==> config.mk <==
export PLATFORM = sky130hd
export DESIGN_NAME = mass_spring_damper_step_flat
export DESIGN_NICKNAME = d
export VERILOG_FILES = /design/src/hw/rtl/msd_pkg.sv /design/src/hw/rtl/msd_in_if.sv /design/src/hw/rtl/msd_out_if.sv /design/src/hw/rtl/msd_cfg_if.sv /design/src/hw/rtl/mass_spring_damper_step.sv /design/src/hw/rtl/msd_cfg.sv /design/src/hw/rtl/msd_datapath.sv /design/src/hw/rtl/msd_ctrl.sv /design/src/flat_wrapper.sv
export SDC_FILE = /design/constraint.sdc
export NUM_CORES = 2
export LEC_CHECK = 0
export ABC_CLOCK_PERIOD_IN_PS = 12000
export BUFFER_PORTS_ARGS = -buffer_cell sky130_fd_sc_hd__buf_2
export CORE_UTILIZATION = 59
export DETAILED_ROUTE_END_ITERATION = 6
export HOLD_SLACK_MARGIN = 0.06
export PLACE_DENSITY = 0.79
export SETUP_SLACK_MARGIN = 0.3
export SYNTH_ARGS = -nofsm -noshare
export SYNTH_HDL_FRONTEND = slang
export SYNTH_SLANG_ARGS = --single-unit
export TNS_END_PERCENT = 30
==> constraint.sdc <==
create_clock -name i_clk -period 12 [get_ports i_clk]
set_input_delay 0.6 -clock i_clk [delete_from_list [all_inputs] [get_ports i_clk]]
set_output_delay 0.6 -clock i_clk [all_outputs]
set_load 0.01 [all_outputs]
==> src/hw/rtl/msd_pkg.sv <==
// ----------------------------------------------------------------------------
// msd_pkg: shared types, constants and arithmetic helpers
// Word format, configuration layout, datapath commands and the saturating
// operations used by the mass-spring-damper stepper.
// ----------------------------------------------------------------------------
package msd_pkg;

    localparam int WORD_W     = 32;
    localparam int FRAC_W     = 16;
    localparam int CFG_W      = 23;
    localparam int INIT_W     = 21;
    localparam int IDX_W      = 3;
    localparam int CFG_DATA_W = 32;

    // Width of a scaled product magnitude and of the divider quotient.
    localparam int SM_W       = 2 * WORD_W - FRAC_W;
    localparam int PROD_W     = 2 * WORD_W;
    // The divider retires two quotient bits per cycle.
    localparam int DIV_STEPS  = SM_W / 2;
    localparam int CNT_W      = $clog2(DIV_STEPS);

    localparam logic [IDX_W-1:0] REG_MASS     = IDX_W'(0);
    localparam logic [IDX_W-1:0] REG_SPRING   = IDX_W'(1);
    localparam logic [IDX_W-1:0] REG_DAMPING  = IDX_W'(2);
    localparam logic [IDX_W-1:0] REG_INIT_POS = IDX_W'(3);
    localparam logic [IDX_W-1:0] REG_INIT_VEL = IDX_W'(4);

    localparam logic [CFG_W-1:0]  RST_MASS     = CFG_W'(655360);
    localparam logic [CFG_W-1:0]  RST_SPRING   = CFG_W'(1310720);
    localparam logic [CFG_W-1:0]  RST_DAMPING  = CFG_W'(1966080);
    localparam logic [INIT_W-1:0] RST_INIT_POS = '0;
    localparam logic [INIT_W-1:0] RST_INIT_VEL = '0;

    localparam logic [WORD_W-1:0] WMAX = {1'b0, {(WORD_W-1){1'b1}}};
    localparam logic [WORD_W-1:0] WMIN = {1'b1, {(WORD_W-1){1'b0}}};
    localparam logic [SM_W-1:0]   POS_LIM = {{(SM_W-WORD_W+1){1'b0}}, {(WORD_W-1){1'b1}}};
    localparam logic [SM_W-1:0]   NEG_LIM = POS_LIM + SM_W'(1);

    typedef struct packed {
        logic [CFG_W-1:0]  mass;
        logic [CFG_W-1:0]  spring;
        logic [CFG_W-1:0]  damping;
        logic [INIT_W-1:0] init_pos;
        logic [INIT_W-1:0] init_vel;
    } t_cfg;

    typedef enum logic [3:0] {
        OP_IDLE     = 4'd0,
        OP_LOAD     = 4'd1,
        OP_MUL_D    = 4'd2,
        OP_MUL_K    = 4'd3,
        OP_SUB_K    = 4'd4,
        OP_DIV_LD   = 4'd5,
        OP_DIV_STEP = 4'd6,
        OP_DIV_END  = 4'd7,
        OP_MUL_A    = 4'd8,
        OP_ADD_V    = 4'd9,
        OP_MUL_V    = 4'd10,
        OP_ADD_P    = 4'd11,
        OP_PUBLISH  = 4'd12
    } t_op;

    typedef struct packed {
        logic div_last;
    } t_dp_stat;

    typedef struct packed {
        logic [WORD_W-1:0] v;
        logic              sat;
    } t_sres;

    function automatic logic [WORD_W-1:0] mag(input logic [WORD_W-1:0] a);
        return a[WORD_W-1] ? (~a + 1'b1) : a;
    endfunction

    // Floor of the mean of two signed words; never overflows.
    function automatic logic [WORD_W-1:0] avg_floor(input logic [WORD_W-1:0] a,
                                                    input logic [WORD_W-1:0] b);
        logic [WORD_W:0] s;
        s = {a[WORD_W-1], a} + {b[WORD_W-1], b};
        return s[WORD_W:1];
    endfunction

    // Apply a sign to a magnitude and clip to the word range.
    function automatic t_sres sat_mag(input logic [SM_W-1:0] m, input logic neg);
        t_sres r;
        r.sat = 1'b0;
        if (neg) begin
            if (m > NEG_LIM) begin
                r.v   = WMIN;
                r.sat = 1'b1;
            end else begin
                r.v = ~m[WORD_W-1:0] + 1'b1;
            end
        end else begin
            if (m > POS_LIM) begin
                r.v   = WMAX;
                r.sat = 1'b1;
            end else begin
                r.v = m[WORD_W-1:0];
            end
        end
        return r;
    endfunction

    function automatic t_sres sat_add(input logic [WORD_W-1:0] a,
                                      input logic [WORD_W-1:0] b);
        t_sres r;
        logic [WORD_W:0] s;
        s     = {a[WORD_W-1], a} + {b[WORD_W-1], b};
        r.sat = s[WORD_W] != s[WORD_W-1];
        r.v   = r.sat ? (s[WORD_W] ? WMIN : WMAX) : s[WORD_W-1:0];
        return r;
    endfunction

    function automatic t_sres sat_sub(input logic [WORD_W-1:0] a,
                                      input logic [WORD_W-1:0] b);
        t_sres r;
        logic [WORD_W:0] s;
        s     = {a[WORD_W-1], a} - {b[WORD_W-1], b};
        r.sat = s[WORD_W] != s[WORD_W-1];
        r.v   = r.sat ? (s[WORD_W] ? WMIN : WMAX) : s[WORD_W-1:0];
        return r;
    endfunction

endpackage

==> src/hw/rtl/msd_in_if.sv <==
// ----------------------------------------------------------------------------
// msd_in_if: input item channel
// One word per step: restart command, applied force and sample time.
// ----------------------------------------------------------------------------
interface msd_in_if;
    logic                                valid;
    logic                                ready;
    logic                                cmd;
    logic signed [msd_pkg::WORD_W-1:0]   force_req;
    logic        [msd_pkg::WORD_W-1:0]   sample_time;

    modport source (output valid, cmd, force_req, sample_time, input ready);
    modport sink   (input valid, cmd, force_req, sample_time, output ready);
endinterface

==> src/hw/rtl/msd_out_if.sv <==
// ----------------------------------------------------------------------------
// msd_out_if: result channel
// One word per step: new position, new velocity, acceleration and clip flag.
// ----------------------------------------------------------------------------
interface msd_out_if;
    logic                                valid;
    logic                                ready;
    logic signed [msd_pkg::WORD_W-1:0]   position;
    logic signed [msd_pkg::WORD_W-1:0]   velocity;
    logic signed [msd_pkg::WORD_W-1:0]   acceleration;
    logic                                saturated;

    modport source (output valid, position, velocity, acceleration, saturated,
                    input ready);
    modport sink   (input valid, position, velocity, acceleration, saturated,
                    output ready);
endinterface

==> src/hw/rtl/msd_cfg_if.sv <==
// ----------------------------------------------------------------------------
// msd_cfg_if: configuration write channel
// Register index and write data, one register per word.
// ----------------------------------------------------------------------------
interface msd_cfg_if;
    logic                                valid;
    logic                                ready;
    logic [msd_pkg::IDX_W-1:0]           index;
    logic [msd_pkg::CFG_DATA_W-1:0]      data;

    modport source (output valid, index, data, input ready);
    modport sink   (input valid, index, data, output ready);
endinterface

==> src/hw/rtl/mass_spring_damper_step.sv <==
// ----------------------------------------------------------------------------
// mass_spring_damper_step: fixed-point mass-spring-damper stepper
// Each step runs, in order: the accept, two shared-multiplier passes with
// their saturating subtracts, the divider load, a radix-4 serial divide by
// the mass, the divider unload, two more multiplier passes with saturating
// adds, and the publish. The next input word is taken only after the result
// of the last one is published, so one step is in flight at a time.
// Reset (synchronous, active low) zeroes position, velocity and the history,
// loads the configuration defaults and leaves both channels empty.
// ----------------------------------------------------------------------------
module mass_spring_damper_step (
    input  logic       i_clk,
    input  logic       i_rst_n,
    msd_in_if.sink     i_item,
    msd_out_if.source  o_result,
    msd_cfg_if.sink    i_cfg
);

    // The configuration block is a plain register file. Writes are always
    // accepted and are expected only while no step is in flight.
    msd_pkg::t_cfg     cfg;
    msd_pkg::t_op      op;
    msd_pkg::t_dp_stat stat;

    msd_cfg u_cfg (
        .i_clk      (i_clk),
        .i_rst_n    (i_rst_n),
        .i_wr_valid (i_cfg.valid),
        .o_wr_ready (i_cfg.ready),
        .i_wr_index (i_cfg.index),
        .i_wr_data  (i_cfg.data),
        .o_cfg      (cfg)
    );

    // The controller accepts one input word at a time. While a finished
    // result still waits in the output register, the next word is taken in
    // and worked on; only the final publish step waits for the output slot.
    msd_ctrl u_ctrl (
        .i_clk       (i_clk),
        .i_rst_n     (i_rst_n),
        .i_in_valid  (i_item.valid),
        .o_in_ready  (i_item.ready),
        .o_out_valid (o_result.valid),
        .i_out_ready (o_result.ready),
        .o_op        (op),
        .i_stat      (stat)
    );

    // The datapath computes the damping and spring forces on one shared
    // multiplier, divides the net force by the mass bit-serially, and then
    // integrates velocity and position with the trapezoid rule over the
    // elapsed sample time. Every intermediate result saturates to the word
    // range, and any clip is reported with the result.
    msd_datapath u_dp (
        .i_clk          (i_clk),
        .i_rst_n        (i_rst_n),
        .i_op           (op),
        .o_stat         (stat),
        .i_cfg          (cfg),
        .i_cmd          (i_item.cmd),
        .i_force_req    (i_item.force_req),
        .i_sample_time  (i_item.sample_time),
        .o_position     (o_result.position),
        .o_velocity     (o_result.velocity),
        .o_acceleration (o_result.acceleration),
        .o_saturated    (o_result.saturated)
    );

endmodule

==> src/hw/rtl/msd_cfg.sv <==
// ----------------------------------------------------------------------------
// msd_cfg: configuration register file
// Holds mass, stiffness, damping and the restart position and velocity.
// ----------------------------------------------------------------------------
module msd_cfg (
    input  logic                           i_clk,
    input  logic                           i_rst_n,
    input  logic                           i_wr_valid,
    output logic                           o_wr_ready,
    input  logic [msd_pkg::IDX_W-1:0]      i_wr_index,
    input  logic [msd_pkg::CFG_DATA_W-1:0] i_wr_data,
    output msd_pkg::t_cfg                  o_cfg
);

    msd_pkg::t_cfg r_cfg;
    msd_pkg::t_cfg n_cfg;

    assign o_wr_ready = 1'b1;
    assign o_cfg      = r_cfg;

    always_comb begin
        n_cfg = r_cfg;
        if (i_wr_valid) begin
            case (i_wr_index)
                msd_pkg::REG_MASS:     n_cfg.mass     = i_wr_data[msd_pkg::CFG_W-1:0];
                msd_pkg::REG_SPRING:   n_cfg.spring   = i_wr_data[msd_pkg::CFG_W-1:0];
                msd_pkg::REG_DAMPING:  n_cfg.damping  = i_wr_data[msd_pkg::CFG_W-1:0];
                msd_pkg::REG_INIT_POS: n_cfg.init_pos = i_wr_data[msd_pkg::INIT_W-1:0];
                msd_pkg::REG_INIT_VEL: n_cfg.init_vel = i_wr_data[msd_pkg::INIT_W-1:0];
                default:               n_cfg = r_cfg;
            endcase
        end
    end

    always_ff @(posedge i_clk) begin
        if (!i_rst_n) begin
            r_cfg.mass     <= msd_pkg::RST_MASS;
            r_cfg.spring   <= msd_pkg::RST_SPRING;
            r_cfg.damping  <= msd_pkg::RST_DAMPING;
            r_cfg.init_pos <= msd_pkg::RST_INIT_POS;
            r_cfg.init_vel <= msd_pkg::RST_INIT_VEL;
        end else begin
            r_cfg <= n_cfg;
        end
    end

endmodule

==> src/hw/rtl/msd_datapath.sv <==
// ----------------------------------------------------------------------------
// msd_datapath: state registers, shared multiplier and serial divider
// Executes one command per cycle from the controller.
// ----------------------------------------------------------------------------
module msd_datapath (
    input  logic                              i_clk,
    input  logic                              i_rst_n,
    input  msd_pkg::t_op                      i_op,
    output msd_pkg::t_dp_stat                 o_stat,
    input  msd_pkg::t_cfg                     i_cfg,
    input  logic                              i_cmd,
    input  logic signed [msd_pkg::WORD_W-1:0] i_force_req,
    input  logic        [msd_pkg::WORD_W-1:0] i_sample_time,
    output logic signed [msd_pkg::WORD_W-1:0] o_position,
    output logic signed [msd_pkg::WORD_W-1:0] o_velocity,
    output logic signed [msd_pkg::WORD_W-1:0] o_acceleration,
    output logic                              o_saturated
);

    localparam int W = msd_pkg::WORD_W;

    // Architectural state.
    logic [W-1:0] r_pos, r_vel, r_pacc, r_pvel, r_ptime;
    // Working registers of one step.
    logic [W-1:0]                  r_force, r_time, r_num, r_acc;
    logic [W:0]                    r_dt;
    logic [msd_pkg::PROD_W-1:0]    r_prod;
    logic                          r_pneg;
    logic [msd_pkg::CFG_W-1:0]     r_rem;
    logic [msd_pkg::SM_W-1:0]      r_quo;
    logic                          r_dneg;
    logic [msd_pkg::CNT_W-1:0]     r_cnt;
    logic                          r_sat;
    logic [W-1:0]                  r_o_pos, r_o_vel, r_o_acc;
    logic                          r_o_sat;

    logic [W-1:0]              mul_a, mul_b, avg_acc, avg_vel, dt_mag, ld_pos, ld_vel;
    logic [W-1:0]              base_time;
    logic [W:0]                dt_neg;
    logic                      mul_neg;
    logic [msd_pkg::CFG_W-1:0] divisor, n_rem;
    logic [msd_pkg::SM_W-1:0]  n_quo;
    logic [msd_pkg::CFG_W:0]   trial;
    msd_pkg::t_sres            scaled, num_k, num_s, acc_s, vel_s, pos_s;

    assign avg_acc = msd_pkg::avg_floor(r_pacc, r_acc);
    assign avg_vel = msd_pkg::avg_floor(r_pvel, r_vel);
    assign dt_neg  = ~r_dt + 1'b1;
    assign dt_mag  = r_dt[W] ? dt_neg[W-1:0] : r_dt[W-1:0];
    assign ld_pos  = {{(W-msd_pkg::INIT_W){i_cfg.init_pos[msd_pkg::INIT_W-1]}}, i_cfg.init_pos};
    assign ld_vel  = {{(W-msd_pkg::INIT_W){i_cfg.init_vel[msd_pkg::INIT_W-1]}}, i_cfg.init_vel};

    // A restart measures the elapsed time from zero.
    assign base_time = i_cmd ? W'(0) : r_ptime;

    // A zero mass acts as one LSB.
    assign divisor = (i_cfg.mass == '0) ? msd_pkg::CFG_W'(1) : i_cfg.mass;

    assign scaled = msd_pkg::sat_mag(r_prod[msd_pkg::PROD_W-1:msd_pkg::FRAC_W], r_pneg);
    assign num_k  = msd_pkg::sat_sub(r_force, scaled.v);
    assign num_s  = msd_pkg::sat_sub(r_num, scaled.v);
    assign acc_s  = msd_pkg::sat_mag(r_quo, r_dneg);
    assign vel_s  = msd_pkg::sat_add(r_vel, scaled.v);
    assign pos_s  = msd_pkg::sat_add(r_pos, scaled.v);

    assign o_stat.div_last = r_cnt == msd_pkg::CNT_W'(msd_pkg::DIV_STEPS - 1);

    always_comb begin
        mul_a   = '0;
        mul_b   = '0;
        mul_neg = 1'b0;
        case (i_op)
            msd_pkg::OP_MUL_D: begin
                mul_a   = W'(i_cfg.damping);
                mul_b   = msd_pkg::mag(r_vel);
                mul_neg = r_vel[W-1];
            end
            msd_pkg::OP_MUL_K: begin
                mul_a   = W'(i_cfg.spring);
                mul_b   = msd_pkg::mag(r_pos);
                mul_neg = r_pos[W-1];
            end
            msd_pkg::OP_MUL_A: begin
                mul_a   = dt_mag;
                mul_b   = msd_pkg::mag(avg_acc);
                mul_neg = r_dt[W] ^ avg_acc[W-1];
            end
            msd_pkg::OP_MUL_V: begin
                mul_a   = dt_mag;
                mul_b   = msd_pkg::mag(avg_vel);
                mul_neg = r_dt[W] ^ avg_vel[W-1];
            end
            default: begin
                mul_a   = '0;
                mul_b   = '0;
                mul_neg = 1'b0;
            end
        endcase
    end

    // Two restoring-division steps per cycle.
    always_comb begin
        n_rem = r_rem;
        n_quo = r_quo;
        trial = '0;
        for (int i = 0; i < 2; i++) begin
            trial = {n_rem, n_quo[msd_pkg::SM_W-1]};
            n_quo = {n_quo[msd_pkg::SM_W-2:0], 1'b0};
            if (trial >= {1'b0, divisor}) begin
                n_rem    = msd_pkg::CFG_W'(trial - {1'b0, divisor});
                n_quo[0] = 1'b1;
            end else begin
                n_rem = trial[msd_pkg::CFG_W-1:0];
            end
        end
    end

    always_ff @(posedge i_clk) begin
        if (!i_rst_n) begin
            r_pos   <= '0;
            r_vel   <= '0;
            r_pacc  <= '0;
            r_pvel  <= '0;
            r_ptime <= '0;
            r_cnt   <= '0;
        end else begin
            case (i_op)
                msd_pkg::OP_LOAD: begin
                    if (i_cmd) begin
                        r_pos   <= ld_pos;
                        r_vel   <= ld_vel;
                        r_pacc  <= '0;
                        r_pvel  <= '0;
                        r_ptime <= '0;
                    end
                end
                msd_pkg::OP_DIV_LD:   r_cnt <= '0;
                msd_pkg::OP_DIV_STEP: r_cnt <= r_cnt + 1'b1;
                msd_pkg::OP_ADD_V: begin
                    r_vel  <= vel_s.v;
                    r_pacc <= r_acc;
                end
                msd_pkg::OP_ADD_P: begin
                    r_pos   <= pos_s.v;
                    r_pvel  <= r_vel;
                    r_ptime <= r_time;
                end
                default: r_cnt <= r_cnt;
            endcase
        end
    end

    always_ff @(posedge i_clk) begin
        r_prod <= mul_a * mul_b;
        r_pneg <= mul_neg;
        case (i_op)
            msd_pkg::OP_LOAD: begin
                r_force <= i_force_req;
                r_time  <= i_sample_time;
                r_dt    <= {1'b0, i_sample_time} - {1'b0, base_time};
                r_sat   <= 1'b0;
            end
            msd_pkg::OP_MUL_K: begin
                r_num <= num_k.v;
                r_sat <= r_sat | num_k.sat | scaled.sat;
            end
            msd_pkg::OP_SUB_K: begin
                r_num <= num_s.v;
                r_sat <= r_sat | num_s.sat | scaled.sat;
            end
            msd_pkg::OP_DIV_LD: begin
                r_rem  <= '0;
                r_quo  <= {msd_pkg::mag(r_num), {msd_pkg::FRAC_W{1'b0}}};
                r_dneg <= r_num[W-1];
            end
            msd_pkg::OP_DIV_STEP: begin
                r_rem <= n_rem;
                r_quo <= n_quo;
            end
            msd_pkg::OP_DIV_END: begin
                r_acc <= acc_s.v;
                r_sat <= r_sat | acc_s.sat;
            end
            msd_pkg::OP_ADD_V: r_sat <= r_sat | vel_s.sat | scaled.sat;
            msd_pkg::OP_ADD_P: r_sat <= r_sat | pos_s.sat | scaled.sat;
            msd_pkg::OP_PUBLISH: begin
                r_o_pos <= r_pos;
                r_o_vel <= r_vel;
                r_o_acc <= r_acc;
                r_o_sat <= r_sat;
            end
            default: r_sat <= r_sat;
        endcase
    end

    assign o_position     = r_o_pos;
    assign o_velocity     = r_o_vel;
    assign o_acceleration = r_o_acc;
    assign o_saturated    = r_o_sat;

endmodule

==> src/hw/rtl/msd_ctrl.sv <==
// ----------------------------------------------------------------------------
// msd_ctrl: step sequencer
// Walks one step through multiply, divide and integrate commands and owns
// the handshakes of both channels.
// ----------------------------------------------------------------------------
module msd_ctrl (
    input  logic              i_clk,
    input  logic              i_rst_n,
    input  logic              i_in_valid,
    output logic              o_in_ready,
    output logic              o_out_valid,
    input  logic              i_out_ready,
    output msd_pkg::t_op      o_op,
    input  msd_pkg::t_dp_stat i_stat
);

    typedef enum logic [11:0] {
        S_IDLE    = 12'b0000_0000_0001,
        S_MUL_D   = 12'b0000_0000_0010,
        S_MUL_K   = 12'b0000_0000_0100,
        S_SUB_K   = 12'b0000_0000_1000,
        S_DIV_LD  = 12'b0000_0001_0000,
        S_DIV     = 12'b0000_0010_0000,
        S_DIV_END = 12'b0000_0100_0000,
        S_MUL_A   = 12'b0000_1000_0000,
        S_ADD_V   = 12'b0001_0000_0000,
        S_MUL_V   = 12'b0010_0000_0000,
        S_ADD_P   = 12'b0100_0000_0000,
        S_DONE    = 12'b1000_0000_0000
    } t_state;

    t_state r_state, n_state;
    logic   r_out_vld, n_out_vld;
    logic   publish;

    assign o_in_ready  = r_state == S_IDLE;
    assign o_out_valid = r_out_vld;
    assign publish     = (r_state == S_DONE) && (!r_out_vld || i_out_ready);

    always_comb begin
        n_state = r_state;
        o_op    = msd_pkg::OP_IDLE;
        case (r_state)
            S_IDLE: begin
                if (i_in_valid) begin
                    o_op    = msd_pkg::OP_LOAD;
                    n_state = S_MUL_D;
                end
            end
            S_MUL_D: begin
                o_op    = msd_pkg::OP_MUL_D;
                n_state = S_MUL_K;
            end
            S_MUL_K: begin
                o_op    = msd_pkg::OP_MUL_K;
                n_state = S_SUB_K;
            end
            S_SUB_K: begin
                o_op    = msd_pkg::OP_SUB_K;
                n_state = S_DIV_LD;
            end
            S_DIV_LD: begin
                o_op    = msd_pkg::OP_DIV_LD;
                n_state = S_DIV;
            end
            S_DIV: begin
                o_op = msd_pkg::OP_DIV_STEP;
                if (i_stat.div_last) begin
                    n_state = S_DIV_END;
                end
            end
            S_DIV_END: begin
                o_op    = msd_pkg::OP_DIV_END;
                n_state = S_MUL_A;
            end
            S_MUL_A: begin
                o_op    = msd_pkg::OP_MUL_A;
                n_state = S_ADD_V;
            end
            S_ADD_V: begin
                o_op    = msd_pkg::OP_ADD_V;
                n_state = S_MUL_V;
            end
            S_MUL_V: begin
                o_op    = msd_pkg::OP_MUL_V;
                n_state = S_ADD_P;
            end
            S_ADD_P: begin
                o_op    = msd_pkg::OP_ADD_P;
                n_state = S_DONE;
            end
            S_DONE: begin
                if (publish) begin
                    o_op    = msd_pkg::OP_PUBLISH;
                    n_state = S_IDLE;
                end
            end
            default: begin
                o_op    = msd_pkg::OP_IDLE;
                n_state = S_IDLE;
            end
        endcase
    end

    always_comb begin
        if (publish) begin
            n_out_vld = 1'b1;
        end else if (i_out_ready) begin
            n_out_vld = 1'b0;
        end else begin
            n_out_vld = r_out_vld;
        end
    end

    always_ff @(posedge i_clk) begin
        if (!i_rst_n) begin
            r_state   <= S_IDLE;
            r_out_vld <= 1'b0;
        end else begin
            r_state   <= n_state;
            r_out_vld <= n_out_vld;
        end
    end

endmodule

==> src/flat_wrapper.sv <==
// flat-port wrapper written by rule: the top's interface ports become plain ports
module mass_spring_damper_step_flat 
  (i_clk, i_rst_n, i_item_valid, i_item_cmd, i_item_force_req, i_item_sample_time, i_item_ready, o_result_valid, o_result_position, o_result_velocity, o_result_acceleration, o_result_saturated, o_result_ready, i_cfg_valid, i_cfg_index, i_cfg_data, i_cfg_ready);
  msd_in_if i_item_i ();
  msd_out_if o_result_i ();
  msd_cfg_if i_cfg_i ();
  input  logic i_clk;
  input  logic i_rst_n;
  input wire logic [$bits(i_item_i.valid)-1:0] i_item_valid;
  input wire logic [$bits(i_item_i.cmd)-1:0] i_item_cmd;
  input wire logic [$bits(i_item_i.force_req)-1:0] i_item_force_req;
  input wire logic [$bits(i_item_i.sample_time)-1:0] i_item_sample_time;
  output wire logic [$bits(i_item_i.ready)-1:0] i_item_ready;
  output wire logic [$bits(o_result_i.valid)-1:0] o_result_valid;
  output wire logic [$bits(o_result_i.position)-1:0] o_result_position;
  output wire logic [$bits(o_result_i.velocity)-1:0] o_result_velocity;
  output wire logic [$bits(o_result_i.acceleration)-1:0] o_result_acceleration;
  output wire logic [$bits(o_result_i.saturated)-1:0] o_result_saturated;
  input wire logic [$bits(o_result_i.ready)-1:0] o_result_ready;
  input wire logic [$bits(i_cfg_i.valid)-1:0] i_cfg_valid;
  input wire logic [$bits(i_cfg_i.index)-1:0] i_cfg_index;
  input wire logic [$bits(i_cfg_i.data)-1:0] i_cfg_data;
  output wire logic [$bits(i_cfg_i.ready)-1:0] i_cfg_ready;
  assign i_item_i.valid = i_item_valid;
  assign i_item_i.cmd = i_item_cmd;
  assign i_item_i.force_req = i_item_force_req;
  assign i_item_i.sample_time = i_item_sample_time;
  assign i_item_ready = i_item_i.ready;
  assign o_result_valid = o_result_i.valid;
  assign o_result_position = o_result_i.position;
  assign o_result_velocity = o_result_i.velocity;
  assign o_result_acceleration = o_result_i.acceleration;
  assign o_result_saturated = o_result_i.saturated;
  assign o_result_i.ready = o_result_ready;
  assign i_cfg_i.valid = i_cfg_valid;
  assign i_cfg_i.index = i_cfg_index;
  assign i_cfg_i.data = i_cfg_data;
  assign i_cfg_ready = i_cfg_i.ready;
  mass_spring_damper_step u_core (.i_clk(i_clk), .i_rst_n(i_rst_n), .i_item(i_item_i), .o_result(o_result_i), .i_cfg(i_cfg_i));
endmodule
Word level (Yosys, flattened, before mapping)
Cells that the tools add are included.

Output and inout bits: 100. Word-level logic and storage cells: 184. Register bits: 685.

$mul: 1. Reductions and logical operators: 20. Bitwise gates (word level): 19. Muxes and demuxes: 55. $add $sub $neg: 18. Equal/unequal tests: 37. Order comparisons: 6.

Operators with widths (count): 32-bit 2-to-1 mux (22); 32-bit one-hot mux with 2 select lines (6); 32-bit by 1-bit adder with 32-bit output (second input constant) (8); 32-bit NOT (8); 12-bit one-hot mux with 12 select lines (1); 32-bit by 32-bit adder with 33-bit output (4); 32-bit one-hot mux with 4 select lines (1); 32-bit by 32-bit subtractor with 33-bit output (3); 48-bit by 31-bit > comparator with 1-bit output (second input constant) (2); 48-bit by 32-bit > comparator with 1-bit output (second input constant) (2); 32-bit one-hot mux with 3 select lines (1); 48-bit one-hot mux with 2 select lines (1); 23-bit 2-to-1 mux (3); 33-bit 2-to-1 mux (2); 32-bit by 32-bit multiplier with 64-bit output (1); 24-bit by 23-bit greater-or-equal comparator with 1-bit output (2); 4-bit one-hot mux with 12 select lines (1); 23-bit one-hot mux with 2 select lines (1); 23-bit subtractor (2); 12-bit 2-to-1 mux (3); 23-bit logical NOT (1); 4-bit equality test (second input constant) (5); 4-bit by 3-bit equality test with 1-bit output (second input constant) (4); 2-bit AND reduction (7); 37 further kinds (65).

Logic depth before layout (Yosys ltp)
Depth in word-level cells: 9. Gate-level depth with buffers: 49. Gate-level depth less buffers: 46.

By module
Synthesis repeated with hierarchy kept, for this count alone.

Cells, all modules: 8865. Area total of the unflattened synthesis: 76657.3 sq um.

Modules (own cells, without submodules): msd_datapath (times used 1, area each 71675.0 sq um, cells an instance 8364, sequential area each 14223.6 sq um); msd_cfg (times used 1, area each 4125.2 sq um, cells an instance 397, sequential area each 2222.1 sq um); msd_ctrl (times used 1, area each 857.1 sq um, cells an instance 104, sequential area each 260.2 sq um).

Worst setup path before layout
OpenSTA, ideal clock, no wires.

Kind: reg2reg. From: reg u_core.u_dp.r_vel[1]. To: reg u_core.u_dp.r_prod[63] (netlist name). Cell stages (with the launch flop): 45. Required time: 11.879 ns. Slack: 0.519 ns. Period minus slack after synthesis: 11.481 ns. Buffers on the path: 2. Data arrival time: 11.361 ns. Path through: dfxtp_1 > inv_1 > fa_1 > nor2b_1 > o31ai_1 > a21oi_1 > a221o_1 > a21oi_1 > xnor2_1 > or4_1 > or4_1 > nor2b_1 > clkbuf_1 > nor2_1 > xnor2_1 > a221oi_1 > clkbuf_1 > nor2_1 > [... 9 more ...] > inv_1 > fa_1 > inv_1 > ha_1 > inv_1 > o21bai_1 > a21o_1 > a21oi_1 > o21bai_1 > a21o_1 > a21o_1 > a211o_1 > o21ai_0 > o21ai_0 > o21a_1 > o21ai_0 > nand2b_1 > xnor2_1.

Word-level cells in the longest chain between the ends: 6. Elaborated cells on any way between the ends: 9.

Ends and longest elaborated chain: start: declaration (RTL line msd_datapath.sv:23) `logic [W-1:0] r_pos, r_vel, r_pacc, r_pvel, r_ptime;`; start signal: assignment (RTL line msd_datapath.sv:131) `r_vel <= ld_vel;`; start signal: assignment (RTL line msd_datapath.sv:140) `r_vel <= vel_s.v;`; 32-bit by 32-bit adder with 33-bit output (RTL line msd_pkg.sv:80) `s = {a[WORD_W-1], a} + {b[WORD_W-1], b};`; 32-bit NOT (RTL line msd_pkg.sv:73) `return a[WORD_W-1] ? (~a + 1'b1) : a;`; 32-bit by 1-bit adder with 32-bit output (RTL line msd_pkg.sv:73); 32-bit 2-to-1 mux (RTL line msd_pkg.sv:73); 32-bit one-hot mux with 4 select lines (*) (RTL line msd_datapath.sv:72) `case (i_op)`; 32-bit by 32-bit multiplier with 64-bit output (*) (RTL line msd_datapath.sv:154) `r_prod <= mul_a * mul_b;`; end signal: assignment (RTL line msd_datapath.sv:154); end: declaration (RTL line msd_datapath.sv:27) `logic [msd_pkg::PROD_W-1:0] r_prod;`.

Mark *: on every way between the ends. The rest lies on a longest branch, timed or not. A chain may end at the register's enable or synchronous reset.

Worst setup path in the final report
From: reg u_core.u_dp.r_pos[5]. To: reg u_core.u_dp.r_prod[62] (netlist name).

Word-level cells in the longest chain between the ends: 5.

Ends and longest elaborated chain: start: declaration (RTL line msd_datapath.sv:23); start signal: assignment (RTL line msd_datapath.sv:130) `r_pos <= ld_pos;`; start signal: assignment (RTL line msd_datapath.sv:144) `r_pos <= pos_s.v;`; 32-bit NOT (RTL line msd_pkg.sv:73); 32-bit by 1-bit adder with 32-bit output (RTL line msd_pkg.sv:73); 32-bit 2-to-1 mux (*) (RTL line msd_pkg.sv:73); 32-bit one-hot mux with 4 select lines (*) (RTL line msd_datapath.sv:72); 32-bit by 32-bit multiplier with 64-bit output (*) (RTL line msd_datapath.sv:154).

Marks and branches as above.

==> results.sh <==
export IMPL_wl_um=263400
export IMPL_grt_antenna_before_repair=11
export IMPL_synth_top_area_share_pct=23.74
export IMPL_syn_area_per_cell_um2=8.549
export IMPL_ys_top_cells_by_area="fa_1 24%, edfxtp_1 13%, dfxtp_1 8.9%"
export IMPL_yosys_register_bits=669
export IMPL_fin_crit_sh_pct=95.27
export IMPL_cts_root_buf="clkbuf_16"
export IMPL_netlist_instances=8918
export IMPL_max_freq_mhz=87.47
export IMPL_slew_headroom_pct=10.93
export IMPL_cp_required_ps=12600
export IMPL_grt_pass1_vias=66298
export IMPL_setup_violations=0
export IMPL_yosysTopAreaCell="fa_1"
export IMPL_clk_pin_slew_ps=60
export IMPL_rows=131
export IMPL_min_path_type="in2reg"
export IMPL_route_detailed_drc=0
export IMPL_track_usage_pct=40.08
export IMPL_end_kind="flip-flop"
export IMPL_critPathArrivalTime_ps=12040
export IMPL_rr_worst_depth=35
export IMPL_pin_count=205
export IMPL_worstSetupStartpointType="flip-flop"
export IMPL_cp_common_cell="fa_1"
export IMPL_clockBufferDepth=3
export IMPL_final_cells=10902
export IMPL_place_congestion=1.040
export IMPL_p_total_w=0.005467
export IMPL_leakage_nw=37.62
export IMPL_routedWlPerCell_um=24.16
export IMPL_synth_distinct_cells=88
export IMPL_post_place_ws_ps=-22.58
export IMPL_grt_pass1_wl_um=395600
export IMPL_fillers=10437
export IMPL_drt_pass1_iter_count=6
export IMPL_clock_sinks=669
export IMPL_drive_above_1_share_pct=10.05
export IMPL_grt_max_degree=99
export IMPL_dp_cells=10685
export IMPL_clock_skew_final_ps=67.56
export IMPL_rsz0062_at_grt="yes"
export IMPL_peakVddDrop_mv=0.1240
export IMPL_reg2reg_slack_ps=570
export IMPL_dieHeight_um=361.5
export IMPL_die_x_um=361.5
export IMPL_cts_buffers=76
export IMPL_worst_slack_ps=567.7
export IMPL_crit_fanout=17
export IMPL_worstHoldStart="i_item_sample_time[19]"
export IMPL_syn_num_nets=10464
export IMPL_synth_edf_count=331
export IMPL_h_tree_depth=3
export IMPL_period_needed_ps=11430
export IMPL_whs_endpoint="u_core.u_dp.r_time[19]"
export IMPL_setup_worst_path_class="reg2reg"
export IMPL_hpwl_um=205300
export IMPL_clk_latency_ps=720
export IMPL_worstMarginPinSlew_ps=1336
export IMPL_via_per_inst=6.229
export IMPL_core_um2=127800
export IMPL_min_delay_path_depth=1
export IMPL_port_buffers=194
export IMPL_ant_nets=0
export IMPL_ys_seq_area_share_pct=21.91
export IMPL_regToRegEndpoint="u_core.u_dp.r_prod[62]"
export IMPL_syn_to_final_growth_pct=11.08
export IMPL_hold_viol=0
export IMPL_tritoncts="yes"
export IMPL_slowest_stage="o41ai_1"
export IMPL_status="completed"
export IMPL_cellPowerDensity_nw_per_um2=64.55
export IMPL_drt_iter0_drc=8696
export IMPL_nets=10717
export IMPL_critPathMaxStageDelay_ps=890
export IMPL_start_util_pct=59.63
export IMPL_async_flop_share_pct=0
export IMPL_max_cap_violations=0
export IMPL_fp_dieArea_um2=130700
export IMPL_syn_area_um2=76240
export IMPL_yosys_most_used_dff="dfxtp_1"
export IMPL_slew_violations=0
export IMPL_gr_total_overflow=0
export IMPL_worstReg2RegStart="u_core.u_dp.r_pos[5]"
export IMPL_dr_total_vias=67908
export IMPL_yosysWarnings=0
==> layout by cell type (no fill, tap or decap), types with 229 or more instances in the layout <==
| master | n |
|---|---|
| nand2_1 | 1394 |
| nor2_1 | 625 |
| edfxtp_1 | 331 |
| ha_1 | 529 |
| a21oi_1 | 599 |
| o21ai_0 | 289 |
| dfxtp_1 | 336 |
| fa_1 | 900 |
| buf_4 | 346 |
| xnor2_1 | 229 |
| inv_1 | 1239 |
==> critical path: cells and delay by family (launching register included) <==
kind / cells / cell delay (ps)
DFF: 1 / 320
AOI/OAI and AO/OA: 15 / 3290
and+or+nand+nor: 6 / 2490
buffers and inverters: 5 / 740
adders and majority gates: 9 / 4480
==> how the worst max path moves through the flow <==
stage                              to  cells past startpoint                 start  slack, ps
6_report       u_core.u_dp.r_prod[62]                     35  u_core.u_dp.r_pos[5]        570
5_1_grt        u_core.u_dp.r_prod[60]                     45  u_core.u_dp.r_acc[2]        230
4_1_cts        u_core.u_dp.r_prod[63]                     44  u_core.u_dp.r_vel[1]        340
3_5_place_dp   u_core.u_dp.r_prod[63]                     44  u_core.u_dp.r_acc[2]        -20
3_3_place_gp   u_core.u_dp.r_prod[63]                     44  u_core.u_dp.r_vel[1]         80
2_1_floorplan  u_core.u_dp.r_prod[63]                     44  u_core.u_dp.r_vel[1]        520
==> layout make-up <==
cell class	instances	area, um2	area share (%)
Timing Repair Buffer	609	4501	5.314
Tap cell	1662	2079	2.455
Inverter	1241	4666	5.509
Sequential cell	669	16710	19.73
Antenna cell	6	15.01	0.01773
Clock inverter	45	535.5	0.6323
Multi-Input combinational cell	6574	54120	63.90
Clock buffer	96	2069	2.444
==> cells in the mapped netlist (all sizes together), types with 24 or more instances <==
cell type  number
nor4           44
a221o          41
o311ai         57
mux2i          33
and3           50
a21o          143
ha            537
or4            24
o21ai         317
a221oi         38
and2           93
a31oi          36
buf            30
o21a           51
nor2          634
nand4          60
nand2        1397
a21oi         612
fa            904
edfxtp        331
xor2          206
inv          1241
xnor2         236
clkbuf        404
o22ai          36
or2            26
or3            77
nor3          113
dfxtp         338
mux2           24
a211oi         28
nand2b        119
nor2b          66
o31ai          58
o21bai         58
nand3         199
==> what timing repair did <==
action	in CTS	in global routing
hold endpoints to repair	40	0
hold buffers	40	0
buffers inserted	1	26
resized for setup	26	125
endpoints found under the setup margin	4	22
gates cloned	0	2
pin swaps	2	45
==> cell families after synthesis <==
family	synth area share (%)
muxes	0.8173
AOI/OAI and AO/OA	13.89
buffers and inverters	8.319
and+or+nand+nor	17.38
adders and majority gates	32.60
DFF	21.91
xor gates and xnor gates	5.078
other	0.004919
==> state kept, by name, indices dropped and copies added (netlist names), 33 cells and up <==
| name | cells |
|---|---|
| u_core.u_cfg.o_cfg | 111 |
| u_core.u_dp.r_prod | 48 |
| u_core.u_dp.r_quo | 48 |
| u_core.u_dp.r_dt | 33 |
==> power by group <==
| part | internal [W] | total [W] | switching, W |
|---|---|---|---|
| clock network | 0.00140 | 0.00248 | 0.00109 |
| registers | 0.00244 | 0.00247 | 0.0000292 |
| logic | 0.000179 | 0.000511 | 0.000332 |
| total | 0.00402 | 0.00547 | 0.00145 |
==> metrics by stage <==
step,hold WS [ps],setup TNS (ps),utilization [%],cell area (um2)
after detailed placement,446.6,-22.58,63.09,80660
after global placement,443.3,0,63.09,80660
final,95.79,0,66.24,84690
after floorplan,431.4,0,-,76240
after global routing,71.56,0,66.23,84680
after CTS,60.17,0,65.54,83790
==> layer usage <==
metal / wire length [um] / share of wire (%) / vias up / track usage (%)
met1: 102800 / 39 / 33322 / 54.10
li1: - / - / 29960 / -
met3: 32310 / 12 / 857 / 10.98
met2: 112200 / 43 / 3753 / 59.26
met4: 15880 / 6.0 / 16 / 19.81
met5: 210 / 0.080 / - / 0.6659
Power figures use the tool's default switching activity.
